===== config.mk =====
export PLATFORM = sky130hd
export DESIGN_NAME = frame_parser_crc16_unit
export DESIGN_NICKNAME = d
export VERILOG_FILES = /design/src/design/fpc_pkg.sv /design/src/design/fpc_ram.sv /design/src/design/frame_parser_crc16_unit.sv
export SDC_FILE = /design/constraint.sdc
export NUM_CORES = 2
export LEC_CHECK = 0
export BUFFER_PORTS_ARGS = -buffer_cell sky130_fd_sc_hd__buf_2
export CORE_AREA = 2 2 393 395
export DETAILED_ROUTE_END_ITERATION = 7
export DIE_AREA = 0 0 395 397
export GPL_ROUTABILITY_DRIVEN = 0
export PLACE_DENSITY = 0.75
export SETUP_SLACK_MARGIN = 0.5
export SYNTH_ARGS = -nofsm -noshare
export SYNTH_HDL_FRONTEND = slang
export SYNTH_SLANG_ARGS = --single-unit

===== constraint.sdc =====
create_clock -name clk -period 3.6 [get_ports clk]
set_input_delay 0.36 -clock clk [delete_from_list [all_inputs] [get_ports clk]]
set_output_delay 0.36 -clock clk [all_outputs]
set_load 0.02 [all_outputs]

===== src/design/fpc_pkg.sv =====
// ----------------------------------------------------------------------------
// fpc_pkg: shared types, codes and the CRC step for the frame parser.
// Holds the request and result structs, the field codes and the byte-wise
// CRC-16/MODBUS update used on the header, length and payload line bytes.
// ----------------------------------------------------------------------------
package fpc_pkg;

    // Storage depth of the payload memory.
    localparam int FPC_MAX_PAYLOAD = 256;

    // Configuration register indexes.
    localparam int CFG_IDX_W = 1;
    localparam logic [CFG_IDX_W-1:0] CFG_START_BYTE = 1'b0;
    localparam logic [CFG_IDX_W-1:0] CFG_MAX_LEN    = 1'b1;
    localparam int CFG_DATA_W = 9;

    // Register reset values.
    localparam logic [7:0] START_BYTE_RST = 8'd35;
    localparam logic [8:0] MAX_LEN_RST    = 9'd256;

    // Input action codes.
    localparam logic ACT_RX   = 1'b0;
    localparam logic ACT_READ = 1'b1;

    // Result kind codes.
    localparam logic KIND_FRAME = 1'b0;
    localparam logic KIND_READ  = 1'b1;

    // CRC-16/MODBUS constants.
    localparam logic [15:0] CRC_INIT = 16'hFFFF;
    localparam logic [15:0] CRC_POLY = 16'hA001;

    // Number of header bytes kept ahead of the length field.
    localparam int HDR_BYTES = 3;

    typedef struct packed {
        logic       action;
        logic [7:0] rx_byte;
        logic [7:0] read_index;
    } fpc_in_t;

    typedef struct packed {
        logic       kind;
        logic [7:0] dest_addr;
        logic [7:0] source_id;
        logic [7:0] function_code;
        logic [8:0] payload_len;
        logic [7:0] read_data;
    } fpc_out_t;

    // One byte of reflected CRC-16 update, unrolled over the eight bits.
    function automatic logic [15:0] crc16_step(input logic [15:0] crc, input logic [7:0] b);
        logic [15:0] c;
        c = crc ^ {8'h00, b};
        for (int k = 0; k < 8; k++)
        begin
            c = c[0] ? ((c >> 1) ^ CRC_POLY) : (c >> 1);
        end
        return c;
    endfunction

endpackage


===== src/design/fpc_ram.sv =====
// ----------------------------------------------------------------------------
// fpc_ram: generic single-port-write, single-port-read RAM.
// One write and one registered read per cycle; read data holds between reads.
// ----------------------------------------------------------------------------
module fpc_ram #(
    parameter int WIDTH  = 8,
    parameter int DEPTH  = 256,
    parameter int ADDR_W = (DEPTH > 1) ? $clog2(DEPTH) : 1
) (
    input  logic              clk,
    input  logic              wr_en,
    input  logic [ADDR_W-1:0] wr_addr,
    input  logic [WIDTH-1:0]  wr_data,
    input  logic              rd_en,
    input  logic [ADDR_W-1:0] rd_addr,
    output logic [WIDTH-1:0]  rd_data
);

    logic [WIDTH-1:0] mem_reg [DEPTH];
    logic [WIDTH-1:0] rd_data_reg;

    // Write port.
    always_ff @(posedge clk)
    begin
        if (wr_en)
        begin
            mem_reg[wr_addr] <= wr_data;
        end
    end

    // Registered read port.
    always_ff @(posedge clk)
    begin
        if (rd_en)
        begin
            rd_data_reg <= mem_reg[rd_addr];
        end
    end

    assign rd_data = rd_data_reg;

endmodule


===== src/design/frame_parser_crc16_unit.sv =====
// ----------------------------------------------------------------------------
// frame_parser_crc16_unit: byte-serial deframer with CRC-16/MODBUS check.
// Parses start byte, header, little-endian length, payload and CRC; keeps
// the payload in a RAM that requests can read back by index.
// ----------------------------------------------------------------------------
//
//  Channel   Signals                      Direction  Moves
//  -------   --------------------------   ---------  -------------------------
//  in        in_valid, in_stall, in_data   sink       one byte or read request
//  out       out_valid, out_stall, out_data source    frame or read-data result
//  cfg       cfg_we, cfg_index, cfg_data   sink       register write
//
//  One request is accepted every cycle while in_stall is low. A result goes
//  through the result stage (payload RAM read), then the output register.
//  Reset clears the parse state; the payload RAM is not cleared and an entry
//  reads back only after a frame has written it. in_stall rises only when the
//  result stage and the output register are both full and out_stall is high.
//
module frame_parser_crc16_unit
    import fpc_pkg::*;
#(
    parameter int MAX_PAYLOAD = FPC_MAX_PAYLOAD
) (
    input  logic                  clk,
    input  logic                  rst_n,
    input  logic                  in_valid,
    output logic                  in_stall,
    input  fpc_in_t               in_data,
    output logic                  out_valid,
    input  logic                  out_stall,
    output fpc_out_t              out_data,
    input  logic                  cfg_we,
    input  logic [CFG_IDX_W-1:0]  cfg_index,
    input  logic [CFG_DATA_W-1:0] cfg_data
);

    localparam int ADDR_W = (MAX_PAYLOAD > 1) ? $clog2(MAX_PAYLOAD) : 1;

    // Parse phase codes.
    localparam logic [1:0] PH_IDLE   = 2'd0;
    localparam logic [1:0] PH_HEADER = 2'd1;
    localparam logic [1:0] PH_DATA   = 2'd2;
    localparam logic [1:0] PH_CRC    = 2'd3;

    // Configuration registers.
    logic [7:0] start_byte_reg;
    logic [8:0] max_len_reg;

    // Parse state.
    logic [1:0]  phase_reg, phase_next;
    logic [8:0]  count_reg, count_next;
    logic [15:0] len_reg, len_next;
    logic [15:0] crc_reg, crc_next;
    logic [7:0]  crc_low_reg, crc_low_next;
    logic [7:0]  hdr_reg [HDR_BYTES];
    logic [7:0]  hdr_next [HDR_BYTES];

    // Result stage (waits for the RAM read data) and output register.
    logic        s1_valid_reg;
    logic        s1_kind_reg;
    logic        s1_in_range_reg;
    logic [7:0]  s1_dest_reg;
    logic [7:0]  s1_src_reg;
    logic [7:0]  s1_func_reg;
    logic [8:0]  s1_len_reg;
    logic        out_valid_reg;
    fpc_out_t    out_data_reg;

    logic        in_acc;
    logic        is_rx;
    logic        is_read;
    logic        good_frame;
    logic        s2_free;
    logic        s1_advance;
    logic [16:0] limit;
    logic [15:0] len_full;
    logic [9:0]  count_inc;
    logic        mem_we;
    logic [7:0]  ram_rd_data;
    fpc_out_t    s1_result;

    // Handshake and stage flow.
    assign s2_free    = !out_valid_reg || !out_stall;
    assign s1_advance = s1_valid_reg && s2_free;
    assign in_stall   = s1_valid_reg && !s2_free;
    assign in_acc     = in_valid && !in_stall;
    assign is_rx      = in_acc && (in_data.action == ACT_RX);
    assign is_read    = in_acc && (in_data.action == ACT_READ);

    // Effective length limit is the smaller of the register and the store depth.
    assign limit = (17'(max_len_reg) > 17'(MAX_PAYLOAD)) ? 17'(MAX_PAYLOAD)
                                                         : 17'(max_len_reg);
    assign len_full  = {in_data.rx_byte, len_reg[7:0]};
    assign count_inc = 10'(count_reg) + 10'd1;

    // Configuration writes.
    always_ff @(posedge clk or negedge rst_n)
    begin
        if (!rst_n)
        begin
            start_byte_reg <= START_BYTE_RST;
            max_len_reg    <= MAX_LEN_RST;
        end
        else if (cfg_we)
        begin
            case (cfg_index)
                CFG_START_BYTE: start_byte_reg <= cfg_data[7:0];
                CFG_MAX_LEN:    max_len_reg    <= cfg_data;
                default:        ;
            endcase
        end
    end

    // Phase machine: one line byte per accepted receive request.
    always_comb
    begin
        phase_next   = phase_reg;
        count_next   = count_reg;
        len_next     = len_reg;
        crc_next     = crc_reg;
        crc_low_next = crc_low_reg;
        hdr_next     = hdr_reg;
        good_frame   = 1'b0;
        mem_we       = 1'b0;
        if (is_rx)
        begin
            if (in_data.rx_byte == start_byte_reg)
            begin
                // A start byte resynchronizes from any phase.
                phase_next = PH_HEADER;
                count_next = '0;
                len_next   = '0;
                crc_next   = CRC_INIT;
            end
            else
            begin
                case (phase_reg)
                    PH_HEADER:
                    begin
                        crc_next = crc16_step(crc_reg, in_data.rx_byte);
                        if (count_reg < 9'(HDR_BYTES))
                        begin
                            hdr_next[count_reg[1:0]] = in_data.rx_byte;
                            count_next = count_inc[8:0];
                        end
                        else if (count_reg == 9'(HDR_BYTES))
                        begin
                            len_next   = {8'h00, in_data.rx_byte};
                            count_next = count_inc[8:0];
                        end
                        else if (17'(len_full) > limit)
                        begin
                            phase_next = PH_IDLE;
                            count_next = '0;
                            len_next   = '0;
                        end
                        else
                        begin
                            len_next   = len_full;
                            count_next = '0;
                            phase_next = (len_full == 16'd0) ? PH_CRC : PH_DATA;
                        end
                    end
                    PH_DATA:
                    begin
                        crc_next = crc16_step(crc_reg, in_data.rx_byte);
                        mem_we   = 32'(count_reg) < MAX_PAYLOAD;
                        if (16'(count_inc) >= len_reg)
                        begin
                            count_next = '0;
                            phase_next = PH_CRC;
                        end
                        else
                        begin
                            count_next = count_inc[8:0];
                        end
                    end
                    PH_CRC:
                    begin
                        if (count_reg == 9'd0)
                        begin
                            crc_low_next = in_data.rx_byte;
                            count_next   = 9'd1;
                        end
                        else
                        begin
                            good_frame = ({in_data.rx_byte, crc_low_reg} == crc_reg);
                            phase_next = PH_IDLE;
                            count_next = '0;
                            len_next   = '0;
                        end
                    end
                    default: ;
                endcase
            end
        end
    end

    // Parse state registers.
    always_ff @(posedge clk or negedge rst_n)
    begin
        if (!rst_n)
        begin
            phase_reg   <= PH_IDLE;
            count_reg   <= '0;
            len_reg     <= '0;
            crc_reg     <= CRC_INIT;
            crc_low_reg <= '0;
            for (int i = 0; i < HDR_BYTES; i++)
            begin
                hdr_reg[i] <= '0;
            end
        end
        else
        begin
            phase_reg   <= phase_next;
            count_reg   <= count_next;
            len_reg     <= len_next;
            crc_reg     <= crc_next;
            crc_low_reg <= crc_low_next;
            hdr_reg     <= hdr_next;
        end
    end

    // Payload store. A write and a read never fall in the same cycle, since each
    // request is either a line byte or a read, so a later read sees the written byte.
    fpc_ram #(
        .WIDTH (8),
        .DEPTH (MAX_PAYLOAD),
        .ADDR_W(ADDR_W)
    ) u_payload_ram (
        .clk    (clk),
        .wr_en  (mem_we),
        .wr_addr(ADDR_W'(count_reg)),
        .wr_data(in_data.rx_byte),
        .rd_en  (is_read),
        .rd_addr(ADDR_W'(in_data.read_index)),
        .rd_data(ram_rd_data)
    );

    // Result stage control.
    always_ff @(posedge clk or negedge rst_n)
    begin
        if (!rst_n)
        begin
            s1_valid_reg <= 1'b0;
        end
        else if (in_acc)
        begin
            s1_valid_reg <= is_read || good_frame;
        end
        else if (s1_advance)
        begin
            s1_valid_reg <= 1'b0;
        end
    end

    // Result stage payload.
    always_ff @(posedge clk)
    begin
        if (in_acc)
        begin
            s1_kind_reg     <= is_read ? KIND_READ : KIND_FRAME;
            s1_in_range_reg <= 32'(in_data.read_index) < MAX_PAYLOAD;
            s1_dest_reg     <= is_read ? 8'd0 : hdr_reg[0];
            s1_src_reg      <= is_read ? 8'd0 : hdr_reg[1];
            s1_func_reg     <= is_read ? 8'd0 : hdr_reg[2];
            s1_len_reg      <= is_read ? 9'd0 : len_reg[8:0];
        end
    end

    // Assemble the result with the RAM read data.
    always_comb
    begin
        s1_result.kind          = s1_kind_reg;
        s1_result.dest_addr     = s1_dest_reg;
        s1_result.source_id     = s1_src_reg;
        s1_result.function_code = s1_func_reg;
        s1_result.payload_len   = s1_len_reg;
        s1_result.read_data     = ((s1_kind_reg == KIND_READ) && s1_in_range_reg)
                                  ? ram_rd_data : 8'd0;
    end

    // Output register.
    always_ff @(posedge clk or negedge rst_n)
    begin
        if (!rst_n)
        begin
            out_valid_reg <= 1'b0;
        end
        else if (s1_advance)
        begin
            out_valid_reg <= 1'b1;
        end
        else if (!out_stall)
        begin
            out_valid_reg <= 1'b0;
        end
    end

    always_ff @(posedge clk)
    begin
        if (s1_advance)
        begin
            out_data_reg <= s1_result;
        end
    end

    assign out_valid = out_valid_reg;
    assign out_data  = out_data_reg;

endmodule

==> summary.txt <==
Power and ir drop
  • Final Power: 0.0551 W
  • Static Leak: 31.3 nW
  • Psw: 0.0125 W
  • Int Pwr: approximately 0.043 W
  • Flop pwr share: 0.529
  • Switching Fraction: 0.227
  • Pwr dens: 564 nW/um^2
  • Comb power frac: 0.084
  • Peak supply drop: 564 uV
  • Clock power share: 0.388

Finish
  • Footprint of the multi-input gates: 19200 sq um
  • Final nets: 4656
  • Register area: 66400 sq um
  • Area delta synth->final: 13.0%
  • Fraction of layout cells with a size suffix above 1: 0.260
  • Max FFs per register: between 2000 and 2500
  • Fillers: around 10000
  • Finished Layout Cells: 6807
  • Finished layout cell area: ~100000 sq um

Detailed routing
  • Post-Route WL: ~210000 um
  • DR vias: 45400
  • Vias per std cell: 6.67
  • DRC: 0
  • Initial DRC count: slightly above 7000
  • Avg WL per Cell: 31.6 um
  • Drt pass-1 iters: 6
  • Antenna violation net count after detailed routing: 0

Logic synthesis
  • Most used DFF post-synth: edfxtp_1
  • Register bit count reported by yosys: 2226
  • Post-Synthesis Cells: 4305
  • Unique masters post-synth: 71
  • Syn_nets: 4363
  • Area leader, netlist: edfxtp_1
  • Top cells by area, synth: edfxtp_1, mux4_2, dfrtp_1, a22oi_1, nor2_1
  • YS warnings: 0
  • Syn_area_per_cell: 20.1 sq um
  • Share of synthesized flip-flops with an asynchronous set or reset: 0.0422
  • Share of the synthesized area in the top cell type: 0.740
  • Post-synth EDFFs: between 2000 and 2500
  • Register area share after synthesis: 0.768
  • Mapped cell area: around 86000 sq um

CTS
  • Clk_lat worst skew: 840 ps
  • Htree depth: 4
  • Clk pin slew, worst setup/hold paths: 70 ps
  • Max clock buf depth: 3
  • TritonCTS clock tree: yes
  • Clock Sinks: 2226
  • CTS Root Cell: clkbuf_16
  • Total CTS buffers: 202

GRT
  • Vias in the first global route: 44900
  • Global Route Usage Sum: 0.273
  • GRT overflow: 0
  • Global-route wire length before repair: about 310000 um
  • Initial antenna violation count: 10
  • Maximum number of pins on one net before global-route repair: 232

Floorplanning
  • I/O pins: 76
  • Rows: 144
  • Initial Utilization: 0.565
  • Die H: ~400 um
  • Die Wd: 395 um
  • DIE AREA: 157000 sq um
  • Core ar.: 153000 sq um

Worst setup path
  • CP Launch Type: register
  • Critical path endpoint category: register
  • CP max FO: 15
  • CP top delay family: simple AND/OR/NAND/NOR gates
  • Crit Path Category: register to register
  • Cell count of the worst reg-to-reg path: 7
  • Largest stage delay, worst path: 580 ps
  • Worst R2R Start: out_valid
  • WP buf/inv: 0
  • Crit path DAT: 3620 ps
  • Slowest stage cell, crit path: nor2_2
  • Setup slack, reg-to-reg: 460 ps
  • Critical path cell sequence: nand3_1, nand3b_1, a21oi_2, nand2_1, nor3_2, nand2_2, nor2_2
  • R2R Path End: u_payload_ram.mem_reg[233][2]
  • Worst EP required: between 4000 and 5000 ps

Worst hold path
  • WHS Endpoint: start_byte_reg[5]
  • Hold Path Class: input port to register
  • Hold path depth: 3
  • HP Start: cfg_index

Job
  • Max Cap Violations: 0

Placement
  • Pre-CTS WS: -67.5 ps
  • IO buf count: 75
  • Inst Count DP: between 6000 and 7000
  • Placed cell area: 90700 sq um
  • DP HPWL: 129000 um

Timing
  • Final number of hold-violating endpoints: 0
  • Slew Viols, Final: 0
  • Final critical-path share of the clock period: 0.872
  • Max transition margin: 0.159
  • Final setup vio count: 0
  • Worst slew pin tran: 1250 ps
  • Setup total negative slack: 0 ps
  • Final Critical Period: 3140 ps
  • Layout Skew: 39.1 ps
  • Fmax: 0.319 GHz
  • Setup ws final: 461 ps
  • RSZ-0062 raised after global routing: yes

Run status
  • Status: finished, final reports clean
-- through the flow --
step	util	hold WS, ps
final	0.639	104
after global routing	0.639	105
after detailed placement	0.593	407
after floorplan	-	64.4
after global placement	0.593	403
after CTS	0.637	50.2
-- cell type report --
| class | count | area share |
|---|---|---|
| diodes | 1 | 0.0000256 |
| clock buffers | 251 | 0.0554 |
| clock inverters | 117 | 0.0114 |
| inverters | 23 | 0.000884 |
| multi-input cells | 1809 | 0.196 |
| flip-flops and latches | 2226 | 0.680 |
| well taps | 2044 | 0.0262 |
| repair buffers | 336 | 0.0300 |
-- worst min-delay path: cells and delay by family --
kind / cells / cell delay (ps)
buffers and inverters: 1 / 90
muxes: 1 / 280
and+or+nand+nor: 1 / 170
-- cell usage in the layout (no fill, tap or decap), types with 31 or more instances in the layout --
cell,n
nor2_1,239
mux2i_1,108
clkbuf_16,210
a22o_1,31
o221ai_1,33
and2_1,44
clkinv_1,40
a21oi_1,120
nand2_1,104
clkinv_2,41
mux4_2,449
o21ai_0,44
buf_4,208
dfrtp_1,73
edfxtp_1,2132
clkbuf_1,41
a22oi_1,166
buf_2,64
nor2_2,65
buf_12,36
mux2_2,47
-- Yosys cell counts (31+ instances only) --
cell type     n
nor2_1      316
dfrtp_1      74
o21ai_0      45
mux2i_1     108
a22oi_1     166
nand2_1     109
buf_2        73
clkbuf_1    128
mux4_2      449
o221ai_1     33
a22o_1       31
and2_1       46
mux2_2       47
buf_4        32
edfxtp_1   2132
a21oi_1     120
-- power groups by stage --
stage / clock, W / sequential [W] / combinational, W
6_report: 0.0214 / 0.0292 / 0.00460
4_1_cts: 0.0215 / 0.0292 / 0.00451
3_3_place_gp: 0 / 0.0297 / 0.00434
3_5_place_dp: 0 / 0.0297 / 0.00442
2_1_floorplan: 0 / 0.0297 / 0.00253
5_1_grt: 0.0224 / 0.0292 / 0.00485
-- metal layers --
metal,global-route usage,wire length [um],vias up
met5,0,35,-
met1,0.387,79900,23500
met3,0.0626,24900,462
met4,0.0971,7670,6
met2,0.425,102000,3148
li1,-,-,18300
-- how the worst max path moves through the flow --
| stage | from | to | slack (ps) | depth (start not counted) |
|---|---|---|---|---|
| after global routing | out_valid | u_payload_ram.mem_reg[131][3] | 300 | 9 |
| final | out_valid | u_payload_ram.mem_reg[233][2] | 460 | 7 |
| after CTS | start_byte_reg[1] | u_payload_ram.mem_reg[203][4] | 300 | 7 |
| after global placement | in_data[0] | u_payload_ram.rd_data[5] | -110 | 8 |
| after floorplan | count_reg[0] | count_reg[2] | 680 | 12 |
| after detailed placement | in_data[0] | u_payload_ram.rd_data[5] | -70 | 7 |
-- what timing repair did --
| action | in CTS | in global routing |
|---|---|---|
| endpoints found under the hold margin | 127 | 0 |
| buffers inserted | 0 | 1 |
| endpoints found under the setup margin | 451 | 696 |
| resized for setup | 29 | 67 |
| pin swaps | 0 | 1 |
| cloned | 0 | 0 |
| hold buffers | 18 | 0 |
-- kinds of logic (layout without fill, tap and decap cells) --
kind of cell,count (synthesis),count (layout),share of synthesized area
buf+inv,270,727,0.0145
simple gates,621,621,0.0327
flops,2226,2226,0.768
fa+ha+maj,26,26,0.00376
xor+xnor,50,50,0.00506
compound gates,506,506,0.0405
other cells,0,1,0
mux,606,606,0.136
(Power assumes the default switching activity.)
